`src/hdl/cpr_pkg.sv`:
```
// shared types and constants for the closest point on polygon ring block
// no dependencies
package cpr_pkg;

  localparam int CW = 24;          // coordinate width
  localparam int TF = 24;          // fraction bits of t
  localparam int MW = 26;          // multiplier operand width
  localparam int PW = 2 * MW;      // product width
  localparam int DW = 50;          // divider operand width
  localparam int CNTW = 5;         // divider step counter width
  localparam int OUT_TDATA_W = 104;

  localparam logic [1:0] REG_QUERY_X = 2'd0;
  localparam logic [1:0] REG_QUERY_Y = 2'd1;
  localparam logic [1:0] REG_RING_OPEN = 2'd2;

  typedef enum logic [4:0] {
    S_IDLE, S_PREP, S_M0, S_M1, S_M2, S_M3, S_M4, S_TQ, S_DIV,
    S_C0, S_C1, S_C2, S_C3, S_C4, S_NEXT, S_OUT
  } state_t;

  typedef struct packed {
    logic          start;
    logic [DW-1:0] num;
    logic [DW-1:0] den;
  } div_req_t;

endpackage

```
`src/hdl/cpr_mul.sv`:
```
// shared signed multiplier with registered product
// depends on cpr_pkg
module cpr_mul (
  input  logic                              clk,
  input  logic signed [cpr_pkg::MW-1:0]     op_a,
  input  logic signed [cpr_pkg::MW-1:0]     op_b,
  output logic signed [cpr_pkg::PW-1:0]     prod_r
);

  always_ff @(posedge clk) begin
    prod_r <= op_a * op_b;
  end

endmodule

```
`src/hdl/cpr_div.sv`:
```
// radix-2 restoring divider, one quotient bit per cycle, for num < den
// depends on cpr_pkg
module cpr_div (
  input  logic                      clk,
  input  logic                      rst_n,
  input  cpr_pkg::div_req_t         req,
  output logic                      done_r,
  output logic [cpr_pkg::TF-1:0]    quot_r
);

  logic [cpr_pkg::DW-1:0]   rem_r, rem_nxt;
  logic [cpr_pkg::DW-1:0]   den_r;
  logic [cpr_pkg::CNTW-1:0] cnt_r;
  logic                     busy_r;
  logic [cpr_pkg::DW:0]     shifted;
  logic                     take;

  always_comb begin
    shifted = {rem_r, 1'b0};
    take    = shifted >= {1'b0, den_r};
    rem_nxt = take ? cpr_pkg::DW'(shifted - {1'b0, den_r}) : shifted[cpr_pkg::DW-1:0];
  end

  always_ff @(posedge clk) begin
    if (!rst_n) begin
      busy_r <= 1'b0;
      done_r <= 1'b0;
      cnt_r  <= '0;
    end else begin
      done_r <= 1'b0;
      if (req.start) begin
        busy_r <= 1'b1;
        cnt_r  <= '0;
      end else if (busy_r) begin
        cnt_r <= cnt_r + cpr_pkg::CNTW'(1);
        if (cnt_r == cpr_pkg::CNTW'(cpr_pkg::TF - 1)) begin
          busy_r <= 1'b0;
          done_r <= 1'b1;
        end
      end
    end
  end

  always_ff @(posedge clk) begin
    if (req.start) begin
      rem_r  <= req.num;
      den_r  <= req.den;
      quot_r <= '0;
    end else if (busy_r) begin
      rem_r  <= rem_nxt;
      quot_r <= {quot_r[cpr_pkg::TF-2:0], take};
    end
  end

endmodule

```
`src/hdl/closest_point_on_polygon_ring.sv`:
```
// an edge runs setup (S_PREP), products (S_M0 to S_M4), the t quotient (S_TQ), a divide (S_DIV)
// unless t clamps, then finish (S_C0 to S_C4, S_NEXT); the last vertex of an open ring runs its
// own edge and the closing edge, then the output state; no new vertex is taken until the edges
// of the last one are done; the first vertex of a ring starts no edge; in_tready low while an
// edge is worked; the output cycle waits while an earlier result transaction is still stalled
// rst_n synchronous active low: clears configuration registers, ring state and output valid
module closest_point_on_polygon_ring (
  input  logic                               clk,
  input  logic                               rst_n,
  // config write port
  input  logic                               cfg_we,
  input  logic [1:0]                         cfg_index,
  input  logic [cpr_pkg::CW-1:0]             cfg_wdata,
  // vertex transactions
  input  logic                               in_tvalid,
  output logic                               in_tready,
  input  logic [2*cpr_pkg::CW-1:0]           in_tdata,  // vertex_x, vertex_y
  input  logic                               in_tlast,  // last_vertex
  // result transactions
  output logic                               out_tvalid,
  input  logic                               out_tready,
  output logic [cpr_pkg::OUT_TDATA_W-1:0]    out_tdata, // closest_x, closest_y, distance_squared, pad
  output logic                               out_tuser  // found
);

  localparam int CW = cpr_pkg::CW;
  localparam int MW = cpr_pkg::MW;
  localparam int PW = cpr_pkg::PW;
  localparam int DW = cpr_pkg::DW;
  localparam int TF_W = cpr_pkg::TF + 1;

  // configuration registers
  logic signed [CW-1:0] qx_r, qy_r;
  logic                 open_r;

  always_ff @(posedge clk) begin
    if (!rst_n) begin
      qx_r   <= '0;
      qy_r   <= '0;
      open_r <= 1'b0;
    end else if (cfg_we) begin
      unique case (cfg_index)
        cpr_pkg::REG_QUERY_X:   qx_r   <= cfg_wdata;
        cpr_pkg::REG_QUERY_Y:   qy_r   <= cfg_wdata;
        cpr_pkg::REG_RING_OPEN: open_r <= cfg_wdata[0];
        default: ;
      endcase
    end
  end

  cpr_pkg::state_t state_r, state_nxt;

  // ring state
  logic signed [CW-1:0] first_x_r, first_y_r, prev_x_r, prev_y_r;
  logic                 have_prev_r, have_best_r, last_r, close_pend_r;
  logic signed [CW-1:0] best_x_r, best_y_r;
  logic [DW-1:0]        best_d_r;

  // edge datapath
  logic signed [CW-1:0] ax_r, ay_r, bx_r, by_r;
  logic signed [CW:0]   dx_r, dy_r, px_r, py_r;
  logic signed [PW-1:0] acc_r;
  logic [TF_W-1:0]      tq_r;
  logic signed [CW-1:0] cx_r, cy_r;

  // output register
  logic                              ovalid_r;
  logic [cpr_pkg::OUT_TDATA_W-1:0]   odata_r;
  logic                              ofound_r;

  // shared multiplier
  logic signed [MW-1:0] mul_a, mul_b;
  logic signed [PW-1:0] prod_r;

  cpr_mul u_mul (
    .clk    (clk),
    .op_a   (mul_a),
    .op_b   (mul_b),
    .prod_r (prod_r)
  );

  // divider
  cpr_pkg::div_req_t     div_req;
  logic                  div_done;
  logic [cpr_pkg::TF-1:0] div_quot;

  cpr_div u_div (
    .clk    (clk),
    .rst_n  (rst_n),
    .req    (div_req),
    .done_r (div_done),
    .quot_r (div_quot)
  );

  logic                 in_acc;
  logic signed [CW-1:0] vx, vy;
  logic signed [PW-1:0] acc_sum, scaled;
  logic signed [MW-1:0] tq_op;
  logic signed [CW:0]   ex, ey;
  logic signed [MW-1:0] coord_sum;

  assign vx     = in_tdata[CW-1:0];
  assign vy     = in_tdata[2*CW-1:CW];
  assign in_acc = in_tvalid && in_tready;
  assign in_tready = (state_r == cpr_pkg::S_IDLE);

  assign acc_sum    = acc_r + prod_r;
  // rounding: add one half, then floor by arithmetic shift
  assign scaled     = (prod_r + PW'(1 <<< (cpr_pkg::TF - 1))) >>> cpr_pkg::TF;
  assign tq_op      = MW'(tq_r);
  assign ex         = (CW+1)'(cx_r) - (CW+1)'(qx_r);
  assign ey         = (CW+1)'(cy_r) - (CW+1)'(qy_r);

  logic [DW-1:0]        den_r;
  logic signed [PW-1:0] num_w;
  logic                 edge_num_pos, edge_den_zero, edge_ge;

  assign num_w         = acc_r;
  assign edge_den_zero = (den_r == '0);
  assign edge_num_pos  = !num_w[PW-1] && (num_w != '0);
  assign edge_ge       = (num_w >= PW'(den_r));

  always_comb begin
    state_nxt     = state_r;
    mul_a         = '0;
    mul_b         = '0;
    div_req.start = 1'b0;
    div_req.num   = acc_r[DW-1:0];
    div_req.den   = den_r;
    coord_sum     = '0;
    unique case (state_r)
      cpr_pkg::S_IDLE: begin
        if (in_acc) begin
          if (have_prev_r) state_nxt = cpr_pkg::S_PREP;
          else if (in_tlast) state_nxt = cpr_pkg::S_OUT;
        end
      end
      cpr_pkg::S_PREP: state_nxt = cpr_pkg::S_M0;
      cpr_pkg::S_M0: begin
        mul_a = MW'(dx_r); mul_b = MW'(dx_r);
        state_nxt = cpr_pkg::S_M1;
      end
      cpr_pkg::S_M1: begin
        mul_a = MW'(dy_r); mul_b = MW'(dy_r);
        state_nxt = cpr_pkg::S_M2;
      end
      cpr_pkg::S_M2: begin
        mul_a = MW'(px_r); mul_b = MW'(dx_r);
        state_nxt = cpr_pkg::S_M3;
      end
      cpr_pkg::S_M3: begin
        mul_a = MW'(py_r); mul_b = MW'(dy_r);
        state_nxt = cpr_pkg::S_M4;
      end
      cpr_pkg::S_M4: state_nxt = cpr_pkg::S_TQ;
      cpr_pkg::S_TQ: begin
        // clamp cases skip the divider
        if (!edge_den_zero && edge_num_pos && !edge_ge) begin
          div_req.start = 1'b1;
          state_nxt = cpr_pkg::S_DIV;
        end else begin
          state_nxt = cpr_pkg::S_C0;
        end
      end
      cpr_pkg::S_DIV: if (div_done) state_nxt = cpr_pkg::S_C0;
      cpr_pkg::S_C0: begin
        mul_a = MW'(dx_r); mul_b = tq_op;
        state_nxt = cpr_pkg::S_C1;
      end
      cpr_pkg::S_C1: begin
        mul_a = MW'(dy_r); mul_b = tq_op;
        state_nxt = cpr_pkg::S_C2;
      end
      cpr_pkg::S_C2: begin
        mul_a = MW'(ex); mul_b = MW'(ex);
        state_nxt = cpr_pkg::S_C3;
      end
      cpr_pkg::S_C3: begin
        mul_a = MW'(ey); mul_b = MW'(ey);
        state_nxt = cpr_pkg::S_C4;
      end
      cpr_pkg::S_C4: state_nxt = cpr_pkg::S_NEXT;
      cpr_pkg::S_NEXT: begin
        if (close_pend_r) state_nxt = cpr_pkg::S_PREP;
        else if (last_r) state_nxt = cpr_pkg::S_OUT;
        else state_nxt = cpr_pkg::S_IDLE;
      end
      cpr_pkg::S_OUT: if (!ovalid_r || out_tready) state_nxt = cpr_pkg::S_IDLE;
      default: state_nxt = cpr_pkg::S_IDLE;
    endcase
    // closest coordinate: a plus rounded d*t
    coord_sum = (state_r == cpr_pkg::S_C2) ? MW'(ay_r) + MW'(scaled) : MW'(ax_r) + MW'(scaled);
  end

  always_ff @(posedge clk) begin
    if (!rst_n) state_r <= cpr_pkg::S_IDLE;
    else        state_r <= state_nxt;
  end

  // ring control state
  always_ff @(posedge clk) begin
    if (!rst_n) begin
      have_prev_r  <= 1'b0;
      have_best_r  <= 1'b0;
      last_r       <= 1'b0;
      close_pend_r <= 1'b0;
      first_x_r    <= '0;
      first_y_r    <= '0;
      prev_x_r     <= '0;
      prev_y_r     <= '0;
      best_x_r     <= '0;
      best_y_r     <= '0;
      best_d_r     <= '0;
      ovalid_r     <= 1'b0;
    end else begin
      // a new result in the output cycle replaces the one taken in that cycle
      if (ovalid_r && out_tready && state_r != cpr_pkg::S_OUT) ovalid_r <= 1'b0;
      if (in_acc) begin
        if (!have_prev_r) begin
          first_x_r <= vx;
          first_y_r <= vy;
        end
        prev_x_r     <= vx;
        prev_y_r     <= vy;
        have_prev_r  <= 1'b1;
        last_r       <= in_tlast;
        close_pend_r <= in_tlast && open_r && have_prev_r;
      end
      if (state_r == cpr_pkg::S_NEXT && close_pend_r) close_pend_r <= 1'b0;
      // keep the first edge on a tie
      if (state_r == cpr_pkg::S_C4 &&
          (!have_best_r || acc_sum[DW-1:0] < best_d_r)) begin
        best_x_r    <= cx_r;
        best_y_r    <= cy_r;
        best_d_r    <= acc_sum[DW-1:0];
        have_best_r <= 1'b1;
      end
      if (state_r == cpr_pkg::S_OUT) begin
        if (!ovalid_r || out_tready) begin
          ovalid_r    <= 1'b1;
          have_prev_r <= 1'b0;
          have_best_r <= 1'b0;
          last_r      <= 1'b0;
          first_x_r   <= '0;
          first_y_r   <= '0;
          prev_x_r    <= '0;
          prev_y_r    <= '0;
          best_x_r    <= '0;
          best_y_r    <= '0;
          best_d_r    <= '0;
        end
      end
    end
  end

  // edge datapath registers
  always_ff @(posedge clk) begin
    if (in_acc) begin
      ax_r <= vx;
      ay_r <= vy;
      bx_r <= prev_x_r;
      by_r <= prev_y_r;
    end
    if (state_r == cpr_pkg::S_NEXT) begin
      // closing edge runs from the last vertex back to the first
      bx_r <= first_x_r;
      by_r <= first_y_r;
    end
    unique case (state_r)
      cpr_pkg::S_PREP: begin
        dx_r <= (CW+1)'(bx_r) - (CW+1)'(ax_r);
        dy_r <= (CW+1)'(by_r) - (CW+1)'(ay_r);
        px_r <= (CW+1)'(qx_r) - (CW+1)'(ax_r);
        py_r <= (CW+1)'(qy_r) - (CW+1)'(ay_r);
      end
      cpr_pkg::S_M1: acc_r <= prod_r;
      cpr_pkg::S_M2: den_r <= DW'(acc_sum);
      cpr_pkg::S_M3: acc_r <= prod_r;
      cpr_pkg::S_M4: acc_r <= acc_sum;
      cpr_pkg::S_TQ: begin
        if (edge_den_zero || !edge_num_pos) tq_r <= '0;
        else if (edge_ge) tq_r <= TF_W'(1 <<< cpr_pkg::TF);
      end
      cpr_pkg::S_DIV: if (div_done) tq_r <= {1'b0, div_quot};
      cpr_pkg::S_C1: cx_r <= coord_sum[CW-1:0];
      cpr_pkg::S_C2: cy_r <= coord_sum[CW-1:0];
      cpr_pkg::S_C3: acc_r <= prod_r;
      cpr_pkg::S_OUT: begin
        if (!ovalid_r || out_tready) begin
          odata_r  <= {7'd0, best_d_r[2*CW:0], best_y_r, best_x_r};
          ofound_r <= have_best_r;
        end
      end
      default: ;
    endcase
  end

  assign out_tvalid = ovalid_r;
  assign out_tdata  = odata_r;
  assign out_tuser  = ofound_r;

endmodule

```
`config.mk`:
```
export PLATFORM = sky130hd
export DESIGN_NAME = closest_point_on_polygon_ring
export DESIGN_NICKNAME = d
export VERILOG_FILES = /design/src/hdl/cpr_pkg.sv /design/src/hdl/cpr_mul.sv /design/src/hdl/cpr_div.sv /design/src/hdl/closest_point_on_polygon_ring.sv
export SDC_FILE = /design/constraint.sdc
export NUM_CORES = 2
export LEC_CHECK = 0
export ABC_AREA = 0
export BUFFER_PORTS_ARGS = -buffer_cell sky130_fd_sc_hd__buf_2
export CORE_UTILIZATION = 55
export DETAILED_ROUTE_END_ITERATION = 8
export PLACE_DENSITY = 0.74
export RECOVER_POWER = 100
export SYNTH_ARGS = -nofsm -noshare
export SYNTH_HDL_FRONTEND = slang
export SYNTH_SLANG_ARGS = --single-unit
```
`constraint.sdc`:
```
create_clock -name clk -period 9.4 [get_ports clk]
set_clock_uncertainty 0.05 [all_clocks]
set_input_delay 0 -clock clk [delete_from_list [all_inputs] [get_ports clk]]
set_output_delay 0 -clock clk [all_outputs]
set_load 0.1 [all_outputs]
```
==> results.md <==
- DRT Wirelength: 243,000 um
- Die width: 362 um
- HP Class: primary input to register
- Endpoints failing hold: 0
- Nets: 9,388
- Largest net degree at the start of global routing: 104
- I/O pins: around 190
- Share of post-route cells with drive strength above 1: 15.0%
- # setup viols final: 68
- DR WL/cell: around 25 um
- Clock root cell: clkbuf_16
- Syn. warnings: 0
- Largest family of logic cells by synthesized area: adder cells
- Grt ovf: 0
- Failing checks: design-rule violations, max-capacitance violations, max-slew violations, negative setup slack
- Total GRT Usage: between 30% and 40%
- Die height: 362 um
- Worst Path Required: 9.97 ns
- Fin crit period: between 9 and 10 ns
- Initial cell density of the core: 55.6%
- Crit share post-route: 106%
- Synth cell types: 86
- Cell Area, Synth: 71,200 um2
- Fraction of registers with async set/reset: 0%
- CP dominant cell by count: fa_1
- Via-to-Cell Ratio: 5.83
- Row count: 131
- Sequential fraction of the synthesis area: 33.4%
- Pre-Repair DR Iteration Count: 9
- Reg clk slew, reported paths: approximately 0.07 ns
- Mux contribution to synthesized area: about 3.3%
- Post-synthesis compound-gate area fraction: around 12%
- Syn-to-layout area delta: 18.8%
- Initial DRC Count: 5,754
- Post-Syn Instances: 7,261
- DRT antenna net count: 0
- Hpwl dp: roughly 190,000 um
- Initial antenna violation count: 13
- Core area: roughly 130,000 um2
- Max-slew headroom: -189%
- First-pass GRT wire length: around 360,000 um
- Register bit count reported by yosys: about 900
- CTS sink count: 904
- Fmax: 0.101 GHz
- Via count: 57,800
- Worst Path Arrival: 10.49 ns
- Status: finished with violations
- Post-layout worst setup margin: -0.520 ns
- Critical path's slowest cell: clkbuf_1
- Total CTS buffers: 90
- Die ar.: 131,000 um2
- Adder-cell area share of the yosys netlist: ~29%
- Simple-gate area share of the yosys netlist: 12.5%
- Family with the most delay on the worst path: adder cells
- Crit path max fanout: 15
- CTS HTree Levels: 3
- Post-synth EDFFs: 569
- Post-synth top flop: edfxtp_1
- CTS tree: yes
- Startpoint types: register
- Buf/Inv on CP: 8
- Worst setup EP type: register
- Maxcap violations: 23
- Critical path class: register to register
- Actual slew at the worst max-slew pin: 4.34 ns
- Max incr delay on CP: 1.27 ns
- Vias in the first global route: 58,300
- Hold WS: 0.0555 ns
- Number of port buffers: 179
- Final Max Tran Viols: 1,069
- CTS max path bufs: 3
- Place WS: -1.05 ns
- Synth Area in XOR/XNOR: ~3.5%
- Clk Latency, worst-skew pair: around 0.73 ns
- DRC viols: 3
- RSZ-0062 raised after global routing: yes
- RePlAce Congestion: 1.04
- Mean Syn Cell Area: roughly 10 um2
- Final core occ: roughly 66%
sequential cells by signal (all words and copies together) (netlist names), 25 cells and up:
name          flops
acc_r            52
best_d_r         50
den_r            50
dx_r             25
dy_r             25
out_tdata        97
px_r             25
py_r             25
tq_r             25
u_div.den_r      50
u_div.rem_r      50
u_mul.prod_r     52
per-layer routing:
layer	track usage, %	wire length, um	up-vias	part of all wire [%]
met5	0	64	-	0.026
met4	21.0	16700	8	6.9
met2	58.1	109000	2678	45
met3	6.87	21600	615	8.9
li1	-	-	25900	-
met1	47.8	95000	28600	39
what timing repair did:
item	4_1_cts	5_1_grt
pin swaps	176	116
hold buffers	129	1
endpoints found under the setup margin	29	30
resized for setup	207	159
gates cloned	2	2
endpoints found under the hold margin	205	1
buffers inserted	73	26
per-stage QoR:
step                area (um2)  std cells  setup TNS (ns)
detailed placement       78500       9501          -17.69
CTS                      84200       9872           -2.03
global placement         78500       9501          -12.84
floorplan                71300       7267          -0.155
global route             84600       9897          -32.74
finish                   84600       9901           -9.63
layout make-up:
cell class                 instances  area [um2]
multi-input combinational       5062       43700
inverter                        1020        3840
tap                             1729        2160
fill                            9955       43400
timing repair buffer            1013        7990
clock inverter                    43         492
clock buffer                     124        2570
sequential                       904       23800
antenna                            6        15.0
worst paths after layout:
path,cells past startpoint,end,slack [ns],startpoint
max,32,u_mul.prod_r[43],-0.52,state_r[1]
min,4,first_y_r[12],0.06,in_tdata[36]
min reg2reg,0,out_tdata[62],0.38,best_d_r[14]
max reg2reg,32,u_mul.prod_r[43],-0.52,state_r[1]
kinds of logic (layout without fill, tap and decap cells):
| logic type | count (synthesis) | after routing |
|---|---|---|
| xor gates and xnor gates | 283 | 283 |
| other | 1 | 13 |
| muxes | 220 | 220 |
| buffers and inverters | 1301 | 2200 |
| adders and majority gates | 1217 | 1217 |
| AOI/OAI and AO/OA | 1293 | 1293 |
| DFF | 904 | 904 |
| and+or+nand+nor | 2042 | 2042 |
tightest hold or removal path, cell delays in order:
cell and delay (ns):
dlygate4sd3_1 0.53, clkbuf_1 0.12, nand2_1 0.06, a21oi_1 0.06
synth_stat cells (41+ instances only):
cell type     n  area share, %
nand2_1     987            5.2
o21ai_0     185            1.3
nand2b_1     53           0.47
mux2i_1     120            1.7
nand4_1      64           0.56
a21o_1      164            1.7
xor2_1       74           0.91
nor3_1       63           0.44
nand3_1      93           0.65
a31oi_1      58           0.51
ha_1        514            9.0
clkbuf_1    239            1.3
and2_1       93           0.82
edfxtp_1    569             24
xnor2_1     209            2.6
fa_1        703             20
dfxtp_1     335            9.4
nor2_1      499            2.6
a21oi_1     498            3.5
mux2_2      100            1.6
a21boi_0     84           0.89
o21bai_1     41           0.43
inv_1      1019            5.4
nor2b_1      58           0.51
layout by cell type (no fill, tap or decap), drive strengths merged, types with 58 or more instances in the layout:
cell type and count:
mux2i 120, ha 514, dfxtp 335, clkbuf 321, xor2 74, mux2 100
xnor2 209, nand2 987, dlygate4sd3 130, nand4 64, a21boi 88, nor3 63
nand3 93, a31oi 59, buf 686, nor2b 58, o21ai 197, and2 93
a21o 164, a21oi 498, inv 1021, fa 703, edfxtp 569, nor2 499
Power is not shown: default switching activity piles up to over one toggle a cycle in this logic, so the estimate is an artifact.
